**src/rtl/cdoc_fifo.sv**
```systemverilog
// Small flip-flop queue that carries windows from the front to the back.
// Depends on nothing.
module cdoc_fifo #(
   parameter int WIDTH = 8,
   parameter int DEPTH = 2
) (
   input  logic             clock,
   input  logic             reset,
   input  logic             push,
   input  logic [WIDTH-1:0] push_data,
   input  logic             pop,
   output logic [WIDTH-1:0] pop_data,
   output logic             full,
   output logic             empty
);

   localparam int AW = (DEPTH > 1) ? $clog2(DEPTH) : 1;
   localparam int NW = $clog2(DEPTH + 1);

   logic [WIDTH-1:0] slot_ff [DEPTH];
   logic [AW-1:0]    wr_ptr_ff, wr_ptr_in;
   logic [AW-1:0]    rd_ptr_ff, rd_ptr_in;
   logic [NW-1:0]    count_ff, count_in;

   assign full     = (count_ff == NW'(DEPTH));
   assign empty    = (count_ff == '0);
   assign pop_data = slot_ff[rd_ptr_ff];

   // Pointer and fill count update.
   always_comb begin
      wr_ptr_in = wr_ptr_ff;
      rd_ptr_in = rd_ptr_ff;
      count_in  = count_ff;
      if (push) begin
         wr_ptr_in = (wr_ptr_ff == AW'(DEPTH - 1)) ? '0 : wr_ptr_ff + 1'b1;
      end
      if (pop) begin
         rd_ptr_in = (rd_ptr_ff == AW'(DEPTH - 1)) ? '0 : rd_ptr_ff + 1'b1;
      end
      if (push && !pop) begin
         count_in = count_ff + 1'b1;
      end else if (pop && !push) begin
         count_in = count_ff - 1'b1;
      end
   end

   always_ff @(posedge clock) begin
      if (reset) begin
         wr_ptr_ff <= '0;
         rd_ptr_ff <= '0;
         count_ff  <= '0;
      end else begin
         wr_ptr_ff <= wr_ptr_in;
         rd_ptr_ff <= rd_ptr_in;
         count_ff  <= count_in;
      end
   end

   // Storage needs no reset.
   always_ff @(posedge clock) begin
      if (push) begin
         slot_ff[wr_ptr_ff] <= push_data;
      end
   end

endmodule

```
**config.mk**
```make
export PLATFORM = sky130hd
export DESIGN_NAME = cdoc_fifo
export DESIGN_NICKNAME = d
export VERILOG_FILES = /design/src/rtl/cdoc_fifo.sv
export SDC_FILE = /design/constraint.sdc
export NUM_CORES = 1
export LEC_CHECK = 0
export BUFFER_PORTS_ARGS = -buffer_cell sky130_fd_sc_hd__buf_2
export CAP_MARGIN = 30
export CORE_AREA = 2 2 42 44
export CTS_CLUSTER_SIZE = 10
export DETAILED_ROUTE_END_ITERATION = 8
export DIE_AREA = 0 0 44 46
export PLACE_DENSITY = 0.83
export SYNTH_ARGS = -nofsm -noshare
export SYNTH_HDL_FRONTEND = slang
export SYNTH_SLANG_ARGS = --single-unit
```
**constraint.sdc**
```tcl
create_clock -name clock -period 3.25 [get_ports clock]
set_clock_uncertainty 0.15 [all_clocks]
set_input_delay 0.4875 -clock clock [delete_from_list [all_inputs] [get_ports clock]]
set_output_delay 0.4875 -clock clock [all_outputs]
set_load 0.02 [all_outputs]
```
# == Word level (Yosys, flattened, before mapping) ==
# Memories as Yosys holds them, arrays and structs flattened. A register that Yosys moved wholly into a read port is not among the register bits.
# Index checks and enable logic that the tools add are counted.
# word_totals
wordCells,23
mem_bits_rw,16
mem_count,1
inputBits,12
register_bits,4
out_inout_bits,10
# op_classes
n_mux,8
n_reduce_logical,6
add_sub_neg,4
eq_ne,1
# mem_list
name,depth,width,read_ports,rd_clocked_by_memory_dff,write_ports,line_no,source
slot_ff,2,8,1,1,1,20,logic [WIDTH-1:0] slot_ff [DEPTH];
# op_table
operator,count
$mux W1,6
$mux W2,2
$add A1 B1 Y1 const B,2
$add A2 B1 Y2 const B,1
$eq A2 B2 Y1 const B,1
$logic_and A1 B1 Y1,2
$logic_not A1 Y1,2
$logic_not A2 Y1,1
$reduce_bool A2 Y1,1
$sub A2 B1 Y2 const B,1

# == Logic depth before layout (Yosys ltp) ==
# Gate-level depths: netlist of the first run.
# logic_depth
ltp_word,4
ltp_mapped,5
ltp_nobuf,5

# == Worst setup path after synthesis of the first run ==
# No wires, ideal clock.
# synth_path
kind,flip-flop to output port
startpoint,register with a tool-made name
endpoint,output port pop_data[0]
t_required_ps,2612
n_path_buf,1
arrival_ps,853
stages_incl_launch_ff,3
setup_slack_ps,1759
path_cell_list,dfxtp_1 -> buf_2 -> mux2_2
# synth_rtl
item,line_no,source
to (decl),12,"output logic [WIDTH-1:0] pop_data,"

==> impl_metrics.toml, run 1 <==
[run_status]
run_status = "finished clean"

[clock_tree]
path_clk_slew_ns = 0.11
postCtsHoldBufs = 0
ctsLongestPathBuffers = 2
clock-sinks = 21
post_cts_buffers = 0
clockRootBuffer = "clkbuf_4"
h-tree-depth = 1
cts_tree = "yes"
cells_resized_by_post_cts_repair = 0
clock_latency_ns = 0.30
cts_made_buffers = 3

[logic_synthesis]
synth_area_leaders = "edfxtp_1, dfxtp_1, mux2_2, nor2_1, xnor2_1"
post_synth_num_cell_types = 15
register_area_share_after_synthesis_pct = 74.1
yosys_warnings = 0
cell_types_with_the_highest_counts_after_synthesis = "edfxtp_1, mux2_2, dfxtp_1, nor2_1"
synth.largest_area_cell = "edfxtp_1"
post_synth_fa_ha_maj_area_fraction_pct = 1.60
synth_enable_flop_cells = 16
net_count_of_the_mapped_netlist = 60
synth_compound_area_share_pct = 1.28
ys_ff_latch = 21
syn-cell-area_um2 = 783
ys_dominant_reg_cell = "edfxtp_1"
synthArstFlopShare_pct = 0
synthMostInstantiatedCell = "edfxtp_1"
post_synthesis_xor_xnor_area_fraction_pct = 4.47
synthesis.area_per_instance_um2 = 16.7
fraction_of_synthesized_area_in_multiplexers_pct = 11.5
netlist.area_leader.share_pct = 61.3
syn_inst = 47
synth_top_family_by_area = "multiplexers"
synth_area_in_simple_gates_pct = 5.91

[power]
cellPowerDensity_mw_per_mm2 = 562
leakage_power_of_the_design_uw = 0.000375
vdd_ir_drop_max_v = 0.000264

[floorplanning]
core_region_area_mm2 = 0.00161
die-height_um = 46
start_util_pct = 48.5
ioPinCount = 22
chipWidth_um = 44
design.die.area_mm2 = 0.00202
site_rows = 15

[cells_and_area]
fill_cells = 136
p_r_area_growth_vs_syn_pct = 19.0
net_count_reported_at_finish = 85
final_util_pct = 57.8
fraction_of_layout_cells_with_a_size_suffix_above_1_pct = 47.9
antennaDiodeCount = 0

[drt]
wirelength_um = 1070
first_iter_violations = 4
ant_nets = 0
detail_route.wl_per_cell_um = 12.1
drtPass1Iterations = 2
drc = 0
drt_via_density = 4.97
detailroute.via_count = 437

[timing]
final.period_utilization_pct = 61.8
hold_viol_final = 0
final_worst_path_period_need_ns = 2.01
totalNegativeSetupSlack_ns = 0
unrepaired_setup_endpoints_after_global_routing = "false"
finalSetupViolCount = 0
maxClockFrequency_mhz = 498
maxSlewHeadroom_pct = 53.2
max_slew.worst_pin.slew_ns = 0.701
timing_max_transition_violations_final = 0

[global_route]
grt_antenna_before_repair = 0
globalRoute.totalOverflow = 0
groute.usage.overall_pct = 12.4
grt_start_max_net_pins = 13
grt_first_pass_wirelength_um = 1660
grt_pass1_vias = 413

[critical_path]
crit_arrival_ns = 1.37
critical_path.startpoint_type = "register"
critical_path.max_fanout = 8
setup.worst_path.class = "register to output port"
crit_path_end_kind = "output port"
crit_required_ns = 2.61

[job]
max-cap-violations = 0

[placement]
portBuffers = 21
gp_routability_congestion = 0.648
detailed_placement_hpwl_um = 763

[worst_hold_path]
hold_path.class = "input port to register"
## routing by layer
| layer | global-route usage (%) | routed length [um] |
|---|---|---|
| met4 | 10.9 | 39 |
| met3 | 4.76 | 57 |
| met5 | 0 | 0 |
| met2 | 19.4 | 492 |
| met1 | 12.9 | 478 |
## logic make-up after synthesis
kind of cell	after synthesis
AO/OA/AOI/OAI	2
multiplexers	8
AND/OR/NAND/NOR	9
adder cells (fa/ha/maj)	1
buffers and inverters	2
XOR/XNOR	4
flip-flops	21
## state kept, by name, indices dropped and copies added, names as in the netlist, named ones only
signal,cells
wr_ptr_ff,1
rd_ptr_ff,1
count_ff,2
slot_ff,16
## per-stage QoR
stage / std cells / cell area (um2) / total power (uW) / setup slack [ns] / hold WS (ns)
6_report: 88 / 932 / 524 / 1.24 / 0.217
5_1_grt: 88 / 932 / 549 / 1.16 / 0.191
4_1_cts: 88 / 932 / 530 / 1.19 / 0.209
3_5_place_dp: 84 / 905 / 410 / 1.50 / 0.357
3_3_place_gp: 84 / 905 / 407 / 1.53 / 0.331
2_1_floorplan: 47 / 783 / 382 / 1.76 / 0.311
## final cells by class
type | count | area [um2] | area share (%)
sequential | 21 | 581 | 62.3
multi-input combinational | 24 | 194 | 20.8
timing repair buffer | 21 | 105 | 11.3
clock buffer | 3 | 22.5 | 2.42
inverter | 1 | 3.75 | 0.403
clock inverter | 1 | 5.00 | 0.537
tap | 17 | 21.3 | 2.28
## cells in the final DEF (no fill, tap or decap), drive strengths merged
cell / count
edfxtp: 16
inv: 1
and2: 1
mux2: 8
or3: 1
nor2: 5
nor2b: 1
clkinv: 1
o21ai: 1
a21oi: 1
xor2: 2
dfxtp: 5
and2b: 1
clkbuf: 3
xnor2: 2
buf: 21
ha: 1
## critical path: stages (launching register included)
cell     delay, ns
dfxtp_1       0.53
mux2_2        0.38
buf_2         0.16
## power by group
part	internal (uW)	leakage (uW)	switching, uW
combinational	37.0	0.000166	44.9
sequential	310	0.000192	11.3
clock	45.9	0.0000177	75.2
## path summary, 6_finish.rpt
| kind | start | end | slack, ns | cells past startpoint |
|---|---|---|---|---|
| max reg2reg | wr_ptr_ff | slot_ff[0][2] | 1.83 | 1 |
| max | register | pop_data[0] | 1.24 | 2 |
| min reg2reg | count_ff[1] | count_ff[1] | 0.37 | 2 |
| min | push_data[5] | slot_ff[0][5] | 0.22 | 1 |
(Power assumes the default switching activity.)
==> run 2, diff against run 1 <==
--- a/config.mk
+++ b/config.mk
@@ -7,11 +7,11 @@
 export LEC_CHECK = 0
 export BUFFER_PORTS_ARGS = -buffer_cell sky130_fd_sc_hd__buf_2
 export CAP_MARGIN = 30
-export CORE_AREA = 2 2 42 44
+export CORE_AREA = 2 2 44 46
 export CTS_CLUSTER_SIZE = 10
 export DETAILED_ROUTE_END_ITERATION = 8
-export DIE_AREA = 0 0 44 46
-export PLACE_DENSITY = 0.83
+export DIE_AREA = 0 0 46 48
+export PLACE_DENSITY = 0.77
 export SYNTH_ARGS = -nofsm -noshare
 export SYNTH_HDL_FRONTEND = slang
 export SYNTH_SLANG_ARGS = --single-unit
==> constraint.sdc (replaced) <==
create_clock -name clock -period 1.95 [get_ports clock]
set_clock_uncertainty 0.15 [all_clocks]
set_input_delay 0.2925 -clock clock [delete_from_list [all_inputs] [get_ports clock]]
set_output_delay 0.2925 -clock clock [all_outputs]
set_load 0.02 [all_outputs]
==> run 2 against run 1 <==
Compared with the run above:
- sequential share of layout area fell by 0.42 points
- hold slack worse by 0.18 ns
- utilization fell by 2.2 points
- clock-buffer cell count up 1
- combinational power up 68%
- sequential power is 67% higher
- clock power is 60% higher
- critical path depth did not move
- power increased by 65%
==> impl_metrics.toml, run 2 (synthesis gave the netlist of run 1 again) <==
[clock_tree]
postCtsHoldBufs = 0
clockRootBuffer = "clkbuf_4"
ctsLongestPathBuffers = 2
h-tree-depth = 1
clock-sinks = 21
clock_latency_ns = 0.29
cts_made_buffers = 3
post_cts_buffers = 0
path_clk_slew_ns = 0.10
cts_tree = "yes"
cells_resized_by_post_cts_repair = 0

[drt]
wirelength_um = 1040
ant_nets = 0
first_iter_violations = 2
drc = 0
detailroute.via_count = 441
detail_route.wl_per_cell_um = 11.7
drt_via_density = 4.96
drtPass1Iterations = 2

[timing]
totalNegativeSetupSlack_ns = 0
maxClockFrequency_mhz = 555
timing_max_transition_violations_final = 0
max_slew.worst_pin.slew_ns = 0.368
maxSlewHeadroom_pct = 75.5
final_critical_path_setup_slack_ns = 0.148
unrepaired_setup_endpoints_after_global_routing = "false"
hold_viol_final = 0
final.period_utilization_pct = 92.4
finalSetupViolCount = 0
final_worst_path_period_need_ns = 1.80

[power]
net_switching_fraction_of_the_power_pct = 23.9
power_uw = 867
comb_power_share_pct = 15.9
p_seq_share_pct = 61.8
power.clock.fraction_pct = 22.4
leakage_power_of_the_design_uw = 0.000378
vdd_ir_drop_max_v = 0.000450
power.internal_uw = 660
cellPowerDensity_mw_per_mm2 = 924
power.net_switching_uw = 207

[worst_hold_path]
worst_hold_path.num_cells = 1
hold_path.class = "input port to register"
timing.hold.worst_endpoint = "slot_ff[0][3]"
hold_start = "push_data[3]"

[floorplanning]
core_region_area_mm2 = 0.00169
die-height_um = 48
ioPinCount = 22
chipWidth_um = 46
site_rows = 15
start_util_pct = 46.4
design.die.area_mm2 = 0.00221

[global_route]
grt_pass1_vias = 413
grt_first_pass_wirelength_um = 1700
grt_start_max_net_pins = 12
globalRoute.totalOverflow = 0
grt_antenna_before_repair = 0
groute.usage.overall_pct = 11.9

[critical_path]
setup.worst_path.class = "register to output port"
crit_required_ns = 1.51
critical_path.max_fanout = 8
r2r_slack_ns = 0.73
critical_path.startpoint_type = "register"
worstReg2RegEnd = "slot_ff[1][1]"
crit_arrival_ns = 1.36
regToRegStartpoint = "wr_ptr_ff"
crit_path_end_kind = "output port"
r2r_cells = 1

[cells_and_area]
fill_cells = 141
p_r_area_growth_vs_syn_pct = 19.8
antennaDiodeCount = 0
largest_reg_flops = 16
layout.cells.most_common = "buf_2"
net_count_reported_at_finish = 86
top_regs = "slot_ff (16), count_ff (2)"
most_frequent_cells_in_the_layout = "buf_2, edfxtp_1, mux2_2, nor2_1, dfxtp_1"
fraction_of_layout_cells_with_a_size_suffix_above_1_pct = 47.2
finalInstanceArea_um2 = 938
top_register = "slot_ff"

[run_status]
run_status = "finished clean"

[placement]
portBuffers = 21
gp_routability_congestion = 0.626
placed_cell_area_um2 = 912
detailed_placement_hpwl_um = 769
placement.setup.worst_slack_ns = 0.459

[job]
max-cap-violations = 0
[run 2: final cells by class]
class / instances / area (um2) / share of cell area (%)
Sequential cell: 21 / 581 / 61.9
Multi-Input combinational cell: 24 / 194 / 20.7
Timing Repair Buffer: 22 / 113 / 12.0
Clock buffer: 4 / 26.3 / 2.80
Tap cell: 17 / 21.3 / 2.27
Inverter: 1 / 3.75 / 0.400
[run 2: through the flow]
stage / hold WS [ns] / utilization [%] / std cells
after floorplan: 0.212 / - / 47
after global placement: 0.331 / 54.0 / 85
after detailed placement: 0.335 / 54.0 / 85
after CTS: 0.0286 / 55.6 / 89
after global routing: 0.0148 / 55.6 / 89
final: 0.0348 / 55.6 / 89
[run 2: power by group through the flow]
| stage | sequential (uW) | clock [uW] | combinational (uW) |
|---|---|---|---|
| global route | 541 | 216 | 152 |
| CTS | 536 | 200 | 140 |
| finish | 535 | 194 | 138 |
| detailed placement | 546 | 0 | 139 |
| global placement | 544 | 0 | 138 |
| floorplan | 537 | 0 | 99.3 |
[run 2: critical path: stages (launching register included)]
cell and delay [ns]:
dfxtp_1 0.53, mux2_2 0.38, buf_2 0.16
[run 2: metal layers]
metal | global-route usage, % | vias up | wire (um)
met2 | 20.3 | 17 | 491
met3 | 3.77 | 4 | 68
met4 | 10.3 | 0 | 30
li1 | - | 218 | -
met5 | 0 | - | 0
met1 | 11.6 | 202 | 448
[run 2: worst max path at each step]
stage                        start          end  depth (start not counted)
final                     register  pop_data[2]                          2
after floorplan           register  pop_data[0]                          2
after global routing      register  pop_data[2]                          2
after CTS                 register  pop_data[2]                          2
after detailed placement  register  pop_data[2]                          2
after global placement    register  pop_data[2]                          2
==> run 3, diff against run 2 <==
--- a/config.mk
+++ b/config.mk
@@ -7,11 +7,14 @@
 export LEC_CHECK = 0
 export BUFFER_PORTS_ARGS = -buffer_cell sky130_fd_sc_hd__buf_2
 export CAP_MARGIN = 30
-export CORE_AREA = 2 2 44 46
+export CELL_PAD_IN_SITES_DETAIL_PLACEMENT = 1
+export CELL_PAD_IN_SITES_GLOBAL_PLACEMENT = 2
+export CORE_AREA = 2 2 52 54
 export CTS_CLUSTER_SIZE = 10
 export DETAILED_ROUTE_END_ITERATION = 8
-export DIE_AREA = 0 0 46 48
-export PLACE_DENSITY = 0.77
+export DIE_AREA = 0 0 54 56
+export PLACE_DENSITY = 0.78
+export REMOVE_ABC_BUFFERS = 1
 export SYNTH_ARGS = -nofsm -noshare
 export SYNTH_HDL_FRONTEND = slang
 export SYNTH_SLANG_ARGS = --single-unit
==> run 3 against run 2 <==
Compared with the run above:
- flip-flop and latch count unchanged
- register-to-register slack got worse by 0.02 ns
- combinational power about the same
- cell count increased by 15%
- final area increased by 1.9%
- global-route usage decreased by 2.6 points
- first-iteration DRC count increased to 3.0 times the previous value
- clock-buffer cell count decreased by 1
- routed wire length increased by 18%
- setup slack got worse by 0.039 ns
- via count increased by 5.0%
- power increased by 1.3%
- critical endpoint is now pop_data[6]
==> impl_metrics.toml, run 3 (synthesis gave the netlist of run 1 again) <==
[run_status]
run_status = "finished clean"

[timing]
unrepaired_setup_endpoints_after_global_routing = "false"
maxSlewHeadroom_pct = 75.5
final.period_utilization_pct = 94.4
final_worst_path_period_need_ns = 1.84
hold_viol_final = 0
totalNegativeSetupSlack_ns = 0
maxClockFrequency_mhz = 543
final.hold.worst_slack_ns = 0.0182
max_slew.worst_pin.slew_ns = 0.368
timing_max_transition_violations_final = 0
finalSetupViolCount = 0

[cells_and_area]
final-seq-area_um2 = 581
final_cells = 102
most_frequent_cells_in_the_layout = "buf_2, edfxtp_1, mux2_2, nor2_1, dfxtp_1"
fraction_of_layout_cells_with_a_size_suffix_above_1_pct = 48.6
fill_cells = 272
layout.cells.most_common = "buf_2"
final_util_pct = 39.3
multi_input_comb_area_um2 = 194
antennaDiodeCount = 0
top_register = "slot_ff"
net_count_reported_at_finish = 86
largest_reg_flops = 16
top_regs = "slot_ff (16), count_ff (2)"
p_r_area_growth_vs_syn_pct = 22.0

[drt]
first_iter_violations = 6
wirelength_um = 1220
drtPass1Iterations = 2
drt_via_density = 4.54
ant_nets = 0
drc = 0
detailroute.via_count = 463
detail_route.wl_per_cell_um = 12.0

[placement]
gp_routability_congestion = 0.618
dpl.cell_count = 98
detailed_placement_hpwl_um = 912
portBuffers = 21

[clock_tree]
h-tree-depth = 1
cts_tree = "yes"
path_clk_slew_ns = 0.11
clock_latency_ns = 0.30
cts_made_buffers = 3
clock-sinks = 21
post_cts_buffers = 0
ctsLongestPathBuffers = 2
clockRootBuffer = "clkbuf_4"
postCtsHoldBufs = 0
cells_resized_by_post_cts_repair = 0

[worst_hold_path]
hold_path.class = "input port to register"

[floorplanning]
chipWidth_um = 54
design.die.area_mm2 = 0.00302
core_region_area_mm2 = 0.00243
start_util_pct = 32.2
site_rows = 18
die-height_um = 56
ioPinCount = 22

[global_route]
groute.usage.overall_pct = 9.27
grt_start_max_net_pins = 13
globalRoute.totalOverflow = 0
grt_first_pass_wirelength_um = 1980
grt_pass1_vias = 495
grt_antenna_before_repair = 0

[power]
vdd_ir_drop_max_v = 0.000372
cellPowerDensity_mw_per_mm2 = 918
leakage_power_of_the_design_uw = 0.000380

[critical_path]
crit_arrival_ns = 1.40
critical_path.max_fanout = 8
crit_path_end_kind = "output port"
critical_path.startpoint_type = "register"
crit_required_ns = 1.51
setup.worst_path.class = "register to output port"

[job]
max-cap-violations = 0
-- run 3: cell types whose count changed in the layout (fill, tap and decap cells not counted), sizes merged --
cell,change
clkinv,+1
clkbuf,-1
-- run 3: final timing paths --
path,start,end,slack (ns),cells after the start
hold / removal,push_data[0],slot_ff[1][0],0.02,1
hold reg to reg,count_ff[1],count_ff[1],0.37,2
setup / recovery,register,pop_data[6],0.11,2
setup reg to reg,wr_ptr_ff,slot_ff[1][3],0.71,1
-- run 3: critical path: stages, from the launching register on --
cell	delay, ns
dfxtp_1	0.55
mux2_2	0.38
buf_2	0.16
-- run 3: layer usage --
layer / global-route usage, % / wire length [um] / vias up
met4: 6.43 / 25 / 0
met5: 0 / 0 / -
li1: - / - / 220
met1: 8.76 / 462 / 220
met2: 15.9 / 615 / 19
met3: 3.23 / 119 / 4
-- run 3: cell type report --
cell class,count,area share [%]
Tap cell,30,3.93
Timing Repair Buffer,22,11.8
Clock buffer,3,2.36
Inverter,1,0.393
Sequential cell,21,60.7
Clock inverter,1,0.524
Multi-Input combinational cell,24,20.3
-- run 3: stage by stage --
| step | total power (uW) | worst slack (ns) | cell area, um2 |
|---|---|---|---|
| after global routing | 926 | 0.00249 | 956 |
| after CTS | 892 | 0.0765 | 956 |
| after detailed placement | 689 | 0.436 | 928 |
| after global placement | 684 | 0.445 | 928 |
| after floorplan | 634 | 0.640 | 778 |
| final | 878 | 0.109 | 956 |
-- run 3: power breakdown --
part	leakage, uW	switching [uW]	internal [uW]
clock network	0.0000177	125	76.5
registers	0.000192	19.6	516
logic	0.000171	76.3	63.8
total	0.000380	221	657
