[src/rtl/cdoc_pkg.sv]
// Shared types and constants of the 3x3 convolution unit.
// Depends on nothing; the front, back, top level and checker use it.
package cdoc_pkg;

   // Fixed field widths.
   localparam int PIX_W     = 8;
   localparam int COEF_W    = 16;
   localparam int ROW_OUT_W = 12;
   localparam int COL_OUT_W = 10;
   localparam int CSR_IDX_W = 3;
   localparam int CSR_DAT_W = 48;

   // A weighted sum of nine 8-bit pixels by 16-bit coefficients fits in 28 bits.
   localparam int SUM_W = 28;

   // Default sizes of the line stores and the row counter.
   localparam int DEF_MAX_WIDTH  = 1024;
   localparam int DEF_MAX_HEIGHT = 4096;

   // Entries of the queue between the front and the back.
   localparam int QUEUE_DEPTH = 2;

   // Register indexes of the configuration port.
   localparam logic [CSR_IDX_W-1:0] CSR_FRAME_WIDTH  = 3'd0;
   localparam logic [CSR_IDX_W-1:0] CSR_FRAME_HEIGHT = 3'd1;
   localparam logic [CSR_IDX_W-1:0] CSR_COEF_TOP     = 3'd2;
   localparam logic [CSR_IDX_W-1:0] CSR_COEF_MID     = 3'd3;
   localparam logic [CSR_IDX_W-1:0] CSR_COEF_BOTTOM  = 3'd4;
   localparam logic [CSR_IDX_W-1:0] CSR_DIVISOR      = 3'd5;
   localparam logic [CSR_IDX_W-1:0] CSR_OFFSET       = 3'd6;

   // Reset values of the registers.
   localparam logic [10:0] RST_FRAME_WIDTH  = 11'd640;
   localparam logic [12:0] RST_FRAME_HEIGHT = 13'd480;
   localparam logic [CSR_DAT_W-1:0] RST_COEF_TOP = 48'd1;
   localparam logic [COEF_W-1:0] RST_DIVISOR = 16'd1;

   // Largest clamped pixel value.
   localparam int PIX_MAX = 255;

   // Register values that the back end uses.
   typedef struct packed {
      logic [CSR_DAT_W-1:0] coef_top;
      logic [CSR_DAT_W-1:0] coef_mid;
      logic [CSR_DAT_W-1:0] coef_bottom;
      logic [COEF_W-1:0]    divisor;
      logic [COEF_W-1:0]    offset;
   } cfg_type;

   // One window of work: three rows by three columns, window[row][col].
   typedef struct packed {
      logic [2:0][2:0][PIX_W-1:0] win;
      logic [ROW_OUT_W-1:0]       row_base;
      logic [COL_OUT_W-1:0]       col_base;
      logic                       last_r;
      logic                       last_c;
   } job_type;

endpackage

[src/rtl/cdoc_back.sv]
// Back end: for each queued window, runs the outputs it completes through a
// multiply-accumulate, a bit-serial divider and the offset clamp. Uses cdoc_pkg.
module cdoc_back (
   input  logic                           clock,
   input  logic                           reset,
   input  cdoc_pkg::cfg_type              cfg,
   input  logic                           queue_empty,
   input  cdoc_pkg::job_type              queue_job,
   output logic                           pop,
   output logic                           rsp_valid,
   input  logic                           rsp_ready,
   output logic [cdoc_pkg::PIX_W-1:0]     rsp_pixel_out,
   output logic [cdoc_pkg::ROW_OUT_W-1:0] rsp_out_row,
   output logic [cdoc_pkg::COL_OUT_W-1:0] rsp_out_col,
   output logic                           rsp_last_of_run,
   output logic                           rsp_frame_done
);

   import cdoc_pkg::*;

   localparam int CNT_W = $clog2(SUM_W);
   localparam int DM_W  = COEF_W + 1;

   typedef enum logic [2:0] {B_IDLE, B_MAC, B_PREP, B_DIV, B_FIN, B_OUT} state_type;

   state_type               state_ff;
   job_type                 job_ff;
   logic [1:0]              di_ff, dj_ff, tr_ff, tc_ff;
   logic signed [SUM_W-1:0] acc_ff;
   logic [DM_W-1:0]         rem_ff;
   logic [SUM_W-1:0]        quo_ff;
   logic                    neg_ff;
   logic [CNT_W-1:0]        cnt_ff;
   logic [PIX_W-1:0]        pix_ff;
   logic [ROW_OUT_W-1:0]    row_ff;
   logic [COL_OUT_W-1:0]    col_ff;
   logic                    last_ff, done_ff;

   logic [1:0]              di_max, dj_max;
   logic [2:0]              sr, sc;
   logic                    tap_on;
   logic [PIX_W-1:0]        tap_pix;
   logic [CSR_DAT_W-1:0]    coef_row;
   logic signed [COEF_W-1:0] coef;
   logic signed [PIX_W+COEF_W:0] prod;
   logic signed [SUM_W-1:0] acc_in;
   logic signed [DM_W-1:0]  div_sx;
   logic [DM_W-1:0]         dmag;
   logic [DM_W:0]           trial;
   logic signed [SUM_W-1:0] quot;
   logic signed [SUM_W:0]   biased;
   logic [PIX_W-1:0]        clamped;
   logic                    run_last;

   assign di_max   = job_ff.last_r ? 2'd2 : 2'd0;
   assign dj_max   = job_ff.last_c ? 2'd2 : 2'd0;
   assign run_last = (di_ff == di_max) && (dj_ff == dj_max);

   // One tap a cycle: taps that fall outside the frame count as zero.
   always_comb begin
      sr      = {1'b0, di_ff} + {1'b0, tr_ff};
      sc      = {1'b0, dj_ff} + {1'b0, tc_ff};
      tap_on  = (sr <= 3'd2) && (sc <= 3'd2);
      tap_pix = tap_on ? job_ff.win[sr[1:0]][sc[1:0]] : '0;
      case (tr_ff)
         2'd0:    coef_row = cfg.coef_top;
         2'd1:    coef_row = cfg.coef_mid;
         default: coef_row = cfg.coef_bottom;
      endcase
      case (tc_ff)
         2'd0:    coef = $signed(coef_row[15:0]);
         2'd1:    coef = $signed(coef_row[31:16]);
         default: coef = $signed(coef_row[47:32]);
      endcase
      prod   = $signed({1'b0, tap_pix}) * coef;
      acc_in = acc_ff + SUM_W'(prod);
   end

   // Divider step: magnitudes, one quotient bit a cycle.
   always_comb begin
      div_sx = DM_W'($signed(cfg.divisor));
      dmag   = div_sx[DM_W-1] ? DM_W'(-div_sx) : DM_W'(div_sx);
      trial  = {rem_ff, quo_ff[SUM_W-1]} - {1'b0, dmag};
   end

   // Sign, offset and clamp of the finished quotient.
   always_comb begin
      if (cfg.divisor == '0) begin
         quot = '0;
      end else if (neg_ff) begin
         quot = -$signed(quo_ff);
      end else begin
         quot = $signed(quo_ff);
      end
      biased = (SUM_W+1)'(quot) + (SUM_W+1)'($signed(cfg.offset));
      if (biased < 0) begin
         clamped = '0;
      end else if (biased > PIX_MAX) begin
         clamped = PIX_W'(PIX_MAX);
      end else begin
         clamped = biased[PIX_W-1:0];
      end
   end

   assign pop = (state_ff == B_IDLE) && !queue_empty;

   // Sequencer over the outputs of one window.
   always_ff @(posedge clock) begin
      if (reset) begin
         state_ff <= B_IDLE;
      end else begin
         case (state_ff)
            B_IDLE: begin
               if (!queue_empty) begin
                  job_ff   <= queue_job;
                  di_ff    <= '0;
                  dj_ff    <= '0;
                  tr_ff    <= '0;
                  tc_ff    <= '0;
                  acc_ff   <= '0;
                  state_ff <= B_MAC;
               end
            end
            B_MAC: begin
               acc_ff <= acc_in;
               if (tc_ff == 2'd2) begin
                  tc_ff <= '0;
                  tr_ff <= tr_ff + 1'b1;
                  if (tr_ff == 2'd2) begin
                     state_ff <= B_PREP;
                  end
               end else begin
                  tc_ff <= tc_ff + 1'b1;
               end
            end
            B_PREP: begin
               quo_ff   <= acc_ff[SUM_W-1] ? SUM_W'(-acc_ff) : SUM_W'(acc_ff);
               rem_ff   <= '0;
               neg_ff   <= acc_ff[SUM_W-1] ^ cfg.divisor[COEF_W-1];
               cnt_ff   <= '0;
               state_ff <= B_DIV;
            end
            B_DIV: begin
               if (trial[DM_W]) begin
                  rem_ff <= {rem_ff[DM_W-2:0], quo_ff[SUM_W-1]};
                  quo_ff <= {quo_ff[SUM_W-2:0], 1'b0};
               end else begin
                  rem_ff <= trial[DM_W-1:0];
                  quo_ff <= {quo_ff[SUM_W-2:0], 1'b1};
               end
               cnt_ff <= cnt_ff + 1'b1;
               if (cnt_ff == CNT_W'(SUM_W - 1)) begin
                  state_ff <= B_FIN;
               end
            end
            B_FIN: begin
               pix_ff   <= clamped;
               row_ff   <= job_ff.row_base + ROW_OUT_W'(di_ff);
               col_ff   <= job_ff.col_base + COL_OUT_W'(dj_ff);
               last_ff  <= run_last;
               done_ff  <= job_ff.last_r && job_ff.last_c &&
                           (di_ff == 2'd2) && (dj_ff == 2'd2);
               state_ff <= B_OUT;
            end
            B_OUT: begin
               if (rsp_ready) begin
                  if (run_last) begin
                     state_ff <= B_IDLE;
                  end else begin
                     if (dj_ff == dj_max) begin
                        dj_ff <= '0;
                        di_ff <= di_ff + 1'b1;
                     end else begin
                        dj_ff <= dj_ff + 1'b1;
                     end
                     tr_ff    <= '0;
                     tc_ff    <= '0;
                     acc_ff   <= '0;
                     state_ff <= B_MAC;
                  end
               end
            end
            default: begin
               state_ff <= B_IDLE;
            end
         endcase
      end
   end

   assign rsp_valid       = (state_ff == B_OUT);
   assign rsp_pixel_out   = pix_ff;
   assign rsp_out_row     = row_ff;
   assign rsp_out_col     = col_ff;
   assign rsp_last_of_run = last_ff;
   assign rsp_frame_done  = done_ff;

endmodule

[config.mk]
export PLATFORM = sky130hd
export DESIGN_NAME = cdoc_back
export DESIGN_NICKNAME = d
export VERILOG_FILES = /design/src/rtl/cdoc_pkg.sv /design/src/rtl/cdoc_back.sv
export SDC_FILE = /design/constraint.sdc
export NUM_CORES = 1
export LEC_CHECK = 0
export BUFFER_PORTS_ARGS = -buffer_cell sky130_fd_sc_hd__buf_2
export CAP_MARGIN = 10
export CORE_MARGIN = 3
export CORE_UTILIZATION = 59
export DETAILED_ROUTE_END_ITERATION = 8
export PLACE_DENSITY = 0.83
export SYNTH_ARGS = -nofsm -noshare
export SYNTH_HDL_FRONTEND = slang
export SYNTH_SLANG_ARGS = --single-unit
[constraint.sdc]
create_clock -name clock -period 12.09 [get_ports clock]
set_input_delay 1.8135 -clock clock [delete_from_list [all_inputs] [get_ports clock]]
set_output_delay 1.8135 -clock clock [all_outputs]
set_load 0.005 [all_outputs]
==> Word level (Yosys, flattened, before mapping) <==
Index checks and enable logic that the tools add are counted.
{ "totals": {"regBits": 218, "inputBits": 276, "output_inout_bits": 34, "wordCells": 142} }
{ "classes": {"n_addsub": 15, "mul": 1, "order_cmp": 6, "eq_ne": 21, "mux": 45, "bitwise_logic": 3, "n_reduce_logical": 23} }
{ "ops": {"columns": ["cell", "n"], "rows": [
  ["2-to-1 mux 28 bit", 6],
  ["one-hot mux 48 bit (2 select lines)", 1],
  ["one-hot mux 28 bit (3 select lines)", 1],
  ["negator 28 bit", 2],
  ["one-hot mux 28 bit (2 select lines)", 1],
  ["binary-select mux 24 bit (select 2 bit)", 1],
  ["2-to-1 mux 17 bit", 2],
  ["one-hot mux 17 bit (2 select lines)", 1],
  ["one-hot mux 16 bit (2 select lines)", 1],
  ["adder 28 x 16 -> 29 bit", 1],
  ["> comparator 29 x 9 -> 1 bit, second input constant", 1],
  ["less-than comparator 29 x 1 -> 1 bit, second input constant", 1],
  ["adder 28 x 25 -> 28 bit", 1],
  ["2-to-1 mux 2 bit", 13],
  ["multiplier 9 x 16 -> 25 bit", 1],
  ["2-to-1 mux 24 bit", 1],
  ["2-to-1 mux 8 bit", 3],
  ["one-hot mux 3 bit (6 select lines)", 1],
  ["subtractor 18 x 17 -> 18 bit", 1],
  ["negator 16 -> 17 bit", 1],
  ["binary-select mux 8 bit (select 2 bit)", 1],
  ["zero test 16 bit", 1],
  ["2-to-1 mux 3 bit", 5],
  ["AND reduction 5 bit", 3],
  ["other kinds (31)", 63]
]} }

==> Longest topological paths before layout <==
Gate-level depths: netlist (run 1).
{ "depth": {"word_depth": 9, "ltp_mapped": 31, "depth_no_buf": 29} }

==> Worst setup path before layout (run 1) <==
No wires, ideal clock.
{ "synth_path": {"path_kind": "in2reg", "start": "input queue_empty", "end": "register job_ff[0] in the netlist's numbering (enable)", "setup_time_ps": 668, "arrival_ps": 8640, "t_required_ps": 11422, "setup_slack_ps": 2782, "cell_stages": 2, "path_buffers": 0, "cell_sequence": "or3_1 nor3_1"} }
{ "synth_via": {"elab_chain_cells": 2} }
{ "synth_lines": {"columns": ["item", "line_no", "source"], "rows": [
  ["start: declaration", "cdoc_back.sv:7", "input logic queue_empty,"],
  ["NOT 1 bit (no source line)", null, null],
  ["AND reduction 3 bit (no source line)", null, null],
  ["end signal: assignment", "cdoc_back.sv:115", "job_ff <= queue_job;"],
  ["end: declaration", "cdoc_back.sv:27", "job_type job_ff;"]
]} }
Every way passes these cells.
A chain may end at the register's enable or synchronous reset.

==> Final worst setup path (run 1) <==
{ "layout_path": {"start": "register di_ff[0]", "end": "register acc_ff[22], data pin"} }
{ "layout_via": {"elab_chain_cells": 9, "word_cells_on_any_way": 11, "cone_classes": "add/sub: 2; mul: 1; order compare: 1; mux: 6; reduce/logical: 1"} }
{ "layout_lines": {"columns": ["item", "line_no", "source"], "rows": [
  ["start: declaration", "cdoc_back.sv:28", "logic [1:0] di_ff, dj_ff, tr_ff, tc_ff;"],
  ["start signal: assignment", "cdoc_back.sv:172", "di_ff <= di_ff + 1'b1;"],
  ["adder 2 x 2 -> 3 bit *", "cdoc_back.sv:61", "sr = {1'b0, di_ff} + {1'b0, tr_ff};"],
  ["binary-select mux 24 bit (select 2 bit)", "cdoc_back.sv:64", "tap_pix = tap_on ? job_ff.win[sr[1:0]][sc[1:0]] : '0;"],
  ["2-to-1 mux 24 bit (implied by the code)", "cdoc_back.sv:64", null],
  ["binary-select mux 8 bit (select 2 bit)", "cdoc_back.sv:64", null],
  ["2-to-1 mux 8 bit (implied by the code)", "cdoc_back.sv:64", null],
  ["2-to-1 mux 8 bit *", "cdoc_back.sv:64", null],
  ["multiplier 9 x 16 -> 25 bit *", "cdoc_back.sv:75", "prod = $signed({1'b0, tap_pix}) * coef;"],
  ["adder 28 x 25 -> 28 bit *", "cdoc_back.sv:76", "acc_in = acc_ff + SUM_W'(prod);"],
  ["one-hot mux 28 bit (3 select lines) *", "cdoc_back.sv:112", "case (state_ff)"],
  ["end signal: assignment", "cdoc_back.sv:125", "acc_ff <= acc_in;"],
  ["end: declaration", "cdoc_back.sv:29", "logic signed [SUM_W-1:0] acc_ff;"]
]} }
Mark *: on every way between the ends. The rest lies on a longest branch, timed or not. The select of a mux whose other input is x is not followed.

==> results of run 1 <==
==> cells by family after synthesis <==
logic type,after synthesis,synth area share
XOR/XNOR,135,0.0617
adder cells (fa/ha/maj),258,0.221
AO/OA/AOI/OAI,398,0.136
flip-flops,218,0.340
other,1,0.000196
AND/OR/NAND/NOR,616,0.152
multiplexers,45,0.0293
buffers and inverters,310,0.0607
==> registers in the layout, indices dropped and copies added, names as in the netlist <==
| name | count |
|---|---|
| quo_ff | 28 |
| rsp_pixel_out | 8 |
| job_ff | 96 |
| rsp_out_col | 10 |
| acc_ff | 28 |
| rsp_last_of_run | 1 |
| rsp_frame_done | 1 |
| state_ff | 3 |
| rsp_out_row | 12 |
| tc_ff | 2 |
| tr_ff | 2 |
| rem_ff | 17 |
| cnt_ff | 5 |
| di_ff | 2 |
| neg_ff | 1 |
| dj_ff | 2 |
==> placed cells by master (no fill, tap or decap), drive strengths merged, types with 11 or more instances in the layout <==
cell / count
or3: 17
a21oi: 98
nor3: 49
o21a: 11
or2: 12
buf: 326
xor2: 63
o21ai: 90
nand2b: 39
and3: 16
clkbuf: 34
a21o: 17
nor2b: 23
and2: 14
fa: 134
nand2: 170
a22o: 17
a221oi: 16
nor3b: 11
mux2i: 28
a31oi: 13
inv: 240
nand4: 11
xnor2: 72
nor2: 187
edfxtp: 215
diode: 13
nand3: 45
a22oi: 40
o31ai: 22
a211oi: 16
ha: 124
==> synth_stat cells (49+ instances only) <==
| cell | n |
|---|---|
| inv_1 | 239 |
| edfxtp_1 | 215 |
| nor2_1 | 187 |
| nand2_1 | 170 |
| fa_1 | 134 |
| ha_1 | 124 |
| a21oi_1 | 98 |
| o21ai_0 | 88 |
| xnor2_1 | 72 |
| xor2_1 | 63 |
| clkbuf_1 | 62 |
| nor3_1 | 49 |
==> routing by layer <==
metal	track usage	routed length [um]
met1	0.339	19400
met5	0	0
met4	0.0953	1880
met2	0.527	25300
met3	0.0263	2640
==> power breakdown <==
part           internal (mW)  total, mW  switching, mW  leakage [nW]
Clock                  0.403      0.704          0.300         0.364
Combinational          0.490       1.19          0.696          7.39
Sequential             0.897      0.928         0.0302          1.99
Total                   1.79       2.82           1.03          9.75
==> per-stage QoR <==
stage | cell area [sq um] | setup WS [ns] | instances | power (mW)
global placement | 21200 | 3.61 | 2672 | 2.06
finish | 22000 | 2.84 | 2729 | 2.82
floorplan | 19200 | 2.78 | 1981 | 1.83
detailed placement | 21200 | 3.20 | 2672 | 2.11
CTS | 21900 | 3.01 | 2716 | 2.81
global route | 21900 | 2.39 | 2727 | 3.01
==> layout make-up <==
| class | instances | area share |
|---|---|---|
| clock inverter | 10 | 0.00376 |
| sequential | 218 | 0.297 |
| inverter | 240 | 0.0410 |
| timing repair buffer | 326 | 0.0763 |
| tap | 435 | 0.0248 |
| clock buffer | 34 | 0.0300 |
| antenna | 13 | 0.00148 |
| multi-input combinational | 1453 | 0.526 |
==> final timing paths <==
kind,startpoint,end,slack [ns],depth (start not counted)
max,di_ff[0],acc_ff[22],2.84,26
min,job_ff[11],rsp_out_col[9],0.56,1
max reg2reg,di_ff[0],acc_ff[22],2.84,26
min reg2reg,job_ff[11],rsp_out_col[9],0.56,1
==> worst max-delay path: cells and delay by family, from the launching register on <==
kind,cells,cell delay [ns]
adders and majority gates,8,3.93
and+or+nand+nor,5,1.81
DFF,1,0.47
buffers and inverters,4,0.62
AOI/OAI and AO/OA,9,2.22
==> flow_summary.ini, run 1 <==
[die]
coreArea_sq_um = 31800
die-width_um = 186
die_y_um = 186
die_area_sq_um = 34700
start_util = 0.603
std_cell_rows = 65
num_io_pins = 310

[synthesis]
synth_edf_count = 215
yosys.area.top_type = edfxtp_1
synth-seq-cells = 218
synth_top_area_frac = 0.337
syn_inst = 1981
syn_nets = 2515
synth_area_sq_um = 19200
synth-main-ff-cell = edfxtp_1
ys_warn_count = 0
ys_types = 63
post_synth.cell_area_avg_sq_um = 9.68
seq_area_frac_synth = 0.340
synthArstFlopShare = 0
synthTopCellsByArea = edfxtp_1 34%, fa_1 14%, ha_1 8.1%, inv_1 4.7%, nor2_1 3.7%

[worst_setup_path]
worst-path-max-fanout = 16
worstSetupPathType = flop to flop
critical-path-max-stage-delay_ns = 0.94
cpMostUsedCell = fa_1
endpoint_kind = flop
crit_arrival_ns = 9.59
start_kind = flop
critPathSlowestCell = fa_1
crit_required_ns = 12.43

[final_layout]
multi_input_area_sq_um = 11500
area_growth_pct = 14.5
final_util = 0.690
fillers = 2306
seq_area_sq_um = 6520
nets = 2798
drive_gt1_frac = 0.179

[global_routing]
grt_usage = 0.281
grt_pass1_wl_um = 78600
grt_max_degree = 97
grt_pass1_vias = 15807
overflow = 0
antenna_found_initial = 11

[sta]
hold_violations = 0
setup_viol = 0
fmax_mhz = 108
rsz0062_at_grt = no
timing.setup.tns_ns = 0
min_period_ns = 9.25
finClkSkew_ns = 0.0122
drv_slew = 0
worst_pin_slew_ns = 1.24
fin_hold_ws_ns = 0.561
fin_crit_sh = 0.765
slew_headroom = 0.176

[placement]
gp_congestion = 0.951
place.port_buffers = 309
dp.final_hpwl_um = 38700

[clock_network]
postCtsHoldBufs = 0
htree_levels = 1
postCtsSetupBuffers = 0
post_cts_resize_count = 0
clockBufferDepth = 3
clockRootBuffer = clkbuf_16
cts_tree = done
clock_sinks = 218
cts.clk_slew.worst_paths_ns = 0.06
clk_latency_ns = 0.52
numCtsBuffers = 25

[run]
cap_violations = 0

[status]
outcome = finished, final reports clean

[power]
ir_drop_uv = 100
p_per_area_nw_per_um2 = 128
power.leakage_nw = 9.75

[routing]
first_pass_iters = 5
routed_wl_um = 49200
wl_per_cell_um = 18.0
final_antenna_net_count = 0
drc = 0
drt_iter0_drc = 1195
dr_total_vias = 15792
viasPerCell = 5.79

[min_path]
hold_class = flop to flop
Note: power is estimated with default switching activity, not from simulation.
==> inputs of run 2 (changes only) <==
--- a/config.mk
+++ b/config.mk
@@ -5,12 +5,13 @@
 export SDC_FILE = /design/constraint.sdc
 export NUM_CORES = 1
 export LEC_CHECK = 0
+export ABC_AREA = 1
 export BUFFER_PORTS_ARGS = -buffer_cell sky130_fd_sc_hd__buf_2
 export CAP_MARGIN = 10
 export CORE_MARGIN = 3
 export CORE_UTILIZATION = 59
 export DETAILED_ROUTE_END_ITERATION = 8
-export PLACE_DENSITY = 0.83
+export PLACE_DENSITY = 0.82
 export SYNTH_ARGS = -nofsm -noshare
 export SYNTH_HDL_FRONTEND = slang
 export SYNTH_SLANG_ARGS = --single-unit
==> constraint.sdc (replaced) <==
create_clock -name clock -period 9.45 [get_ports clock]
set_input_delay 1.4175 -clock clock [delete_from_list [all_inputs] [get_ports clock]]
set_output_delay 1.4175 -clock clock [all_outputs]
set_load 0.005 [all_outputs]
==> run 2 against run 1 <==
Against the previous run:
- sequential share of layout area decreased by 1.6 points
- synthesized cell count increased by 33%
- die area rose by 6.0%
- design area up 5.8%
- critical endpoint is now acc_ff[23]
==> flow_summary.ini, run 2 <==
[clock_network]
cts.clk_slew.worst_paths_ns = 0.06
numCtsBuffers = 24
htree_levels = 1
cts_tree = done
clk_latency_ns = 0.54
clockBufferDepth = 3
clock_sinks = 218
clockRootBuffer = clkbuf_16
postCtsHoldBufs = 0
post_cts_resize_count = 0
postCtsSetupBuffers = 0

[synthesis]
synth_edf_count = 215
synth_top_area_frac = 0.317
synthTopCellsByCount = 633 x nand2_1, 459 x inv_1, 310 x nor2_1
synthTopCellsByArea = edfxtp_1 32%, fa_1 13%, nand2_1 12%, inv_1 8.5%, ha_1 7.6%
synth_most_common_cell = nand2_1
synthArstFlopShare = 0
synthSimpleGateAreaFrac = 0.241
yosys.area_share.xor_xnor = 0.0331
synth-seq-cells = 218
ys_types = 52
seq_area_frac_synth = 0.320
ys_warn_count = 0
synth_mux_area_frac = 0
yosys.area.top_type = edfxtp_1
synth_compound_area_frac = 0.0997
post_synth.cell_area_avg_sq_um = 7.76
syn_inst = 2625
synth_fa_ha_area_frac = 0.208
synth_area_sq_um = 20400
syn_nets = 3159
synth_top_family_by_area = simple AND/OR/NAND/NOR gates
synth-main-ff-cell = edfxtp_1

[worst_setup_path]
crit_arrival_ns = 8.51
worst-path-max-fanout = 17
worstSetupPathType = flop to flop
start_kind = flop
endpoint_kind = flop
crit_required_ns = 9.71
critical-path-max-stage-delay_ns = 0.84
cpMostUsedCell = fa_1
critPathSlowestCell = nor2_1

[final_layout]
final_common_cell = nand2_1
reg_top3 = job_ff: 96 flops, acc_ff: 28 flops, quo_ff: 28 flops
stdcell_area_sq_um = 23200
largest_reg_flops = 96
fillers = 2760
area_growth_pct = 14.0
nets = 3441
layout_common_cells = 633 x nand2_1, 459 x inv_1, 309 x buf_2, 307 x nor2_1, 215 x edfxtp_1
drive_gt1_frac = 0.138
top_register = job_ff

[placement]
dp.final_hpwl_um = 44000
gp_congestion = 0.954
place.port_buffers = 309
dpl_cell_area_sq_um = 22300

[global_routing]
antenna_found_initial = 17
grt_usage = 0.297
grt_pass1_wl_um = 88300
grt_max_degree = 97
grt_pass1_vias = 18712
overflow = 0

[routing]
wl_per_cell_um = 16.3
viasPerCell = 5.42
dr_total_vias = 18353
routed_wl_um = 55100
final_antenna_net_count = 0
drt_iter0_drc = 1447
drc = 0
first_pass_iters = 6

[sta]
fmax_mhz = 121
min_period_ns = 8.25
hold_violations = 0
timing.setup.tns_ns = 0
fin_crit_sh = 0.873
finClkSkew_ns = 0.0231
worst_pin_slew_ns = 1.24
rsz0062_at_grt = no
slew_headroom = 0.170
drv_slew = 0
setup_viol = 0

[status]
outcome = finished, final reports clean

[die]
die_y_um = 192
std_cell_rows = 67
coreArea_sq_um = 33800
start_util = 0.603
die_area_sq_um = 36800
num_io_pins = 310
die-width_um = 192

[min_path]
hold_class = flop to flop

[run]
cap_violations = 0
-- run 2: layout make-up --
cell class,instances,area [sq um],share of cell area
multi-input combinational,1879,11900,0.512
sequential,218,6520,0.281
clock buffer,25,604,0.0260
timing repair buffer,319,1620,0.0698
antenna,16,40.0,0.00172
clock inverter,19,245,0.0106
tap,448,561,0.0241
inverter,465,1750,0.0752
-- run 2: worst paths after layout --
path                                        end  cells past startpoint  slack [ns]       start
worst max register to register       acc_ff[23]                     28        1.20    di_ff[0]
worst min-delay path            rsp_out_row[11]                      1        0.57  job_ff[23]
worst min register to register  rsp_out_row[11]                      1        0.57  job_ff[23]
worst max-delay path                 acc_ff[23]                     28        1.20    di_ff[0]
-- run 2: kinds of logic (layout without fill, tap and decap cells) --
group	after synthesis	in the layout
DFF	218	218
and+or+nand+nor	1183	1183
other	1	17
adders and majority gates	258	258
buffers and inverters	528	828
xor gates and xnor gates	77	77
AOI/OAI and AO/OA	360	360
-- run 2: through the flow --
step                setup WS (ns)  hold slack, ns   util  cells
finish                       1.20           0.570  0.687   3389
global route                0.504           0.601  0.687   3389
CTS                          1.32           0.568  0.686   3373
detailed placement           1.43           0.554  0.661   3329
global placement             1.69           0.534  0.661   3329
floorplan                   0.714           0.526      -   2625
-- run 2: per-layer routing --
layer,up-vias,track usage,wire length (um)
met5,-,0,0
met4,0,0.144,2420
met3,130,0.0265,2850
met2,645,0.546,28400
met1,8552,0.348,21400
li1,9026,-,-
-- run 2: worst max-delay path: cells and delay by family, from the launching register on --
family / cells / cell delay (ns)
simple gates: 7 / 2.08
fa+ha+maj: 8 / 3.74
compound gates: 8 / 1.15
buf+inv: 5 / 0.53
flops: 1 / 0.50
Power of run 2 is left out: the tool's default activity adds up to more than one toggle a clock period on the data nets, which glitch-free logic cannot reach.
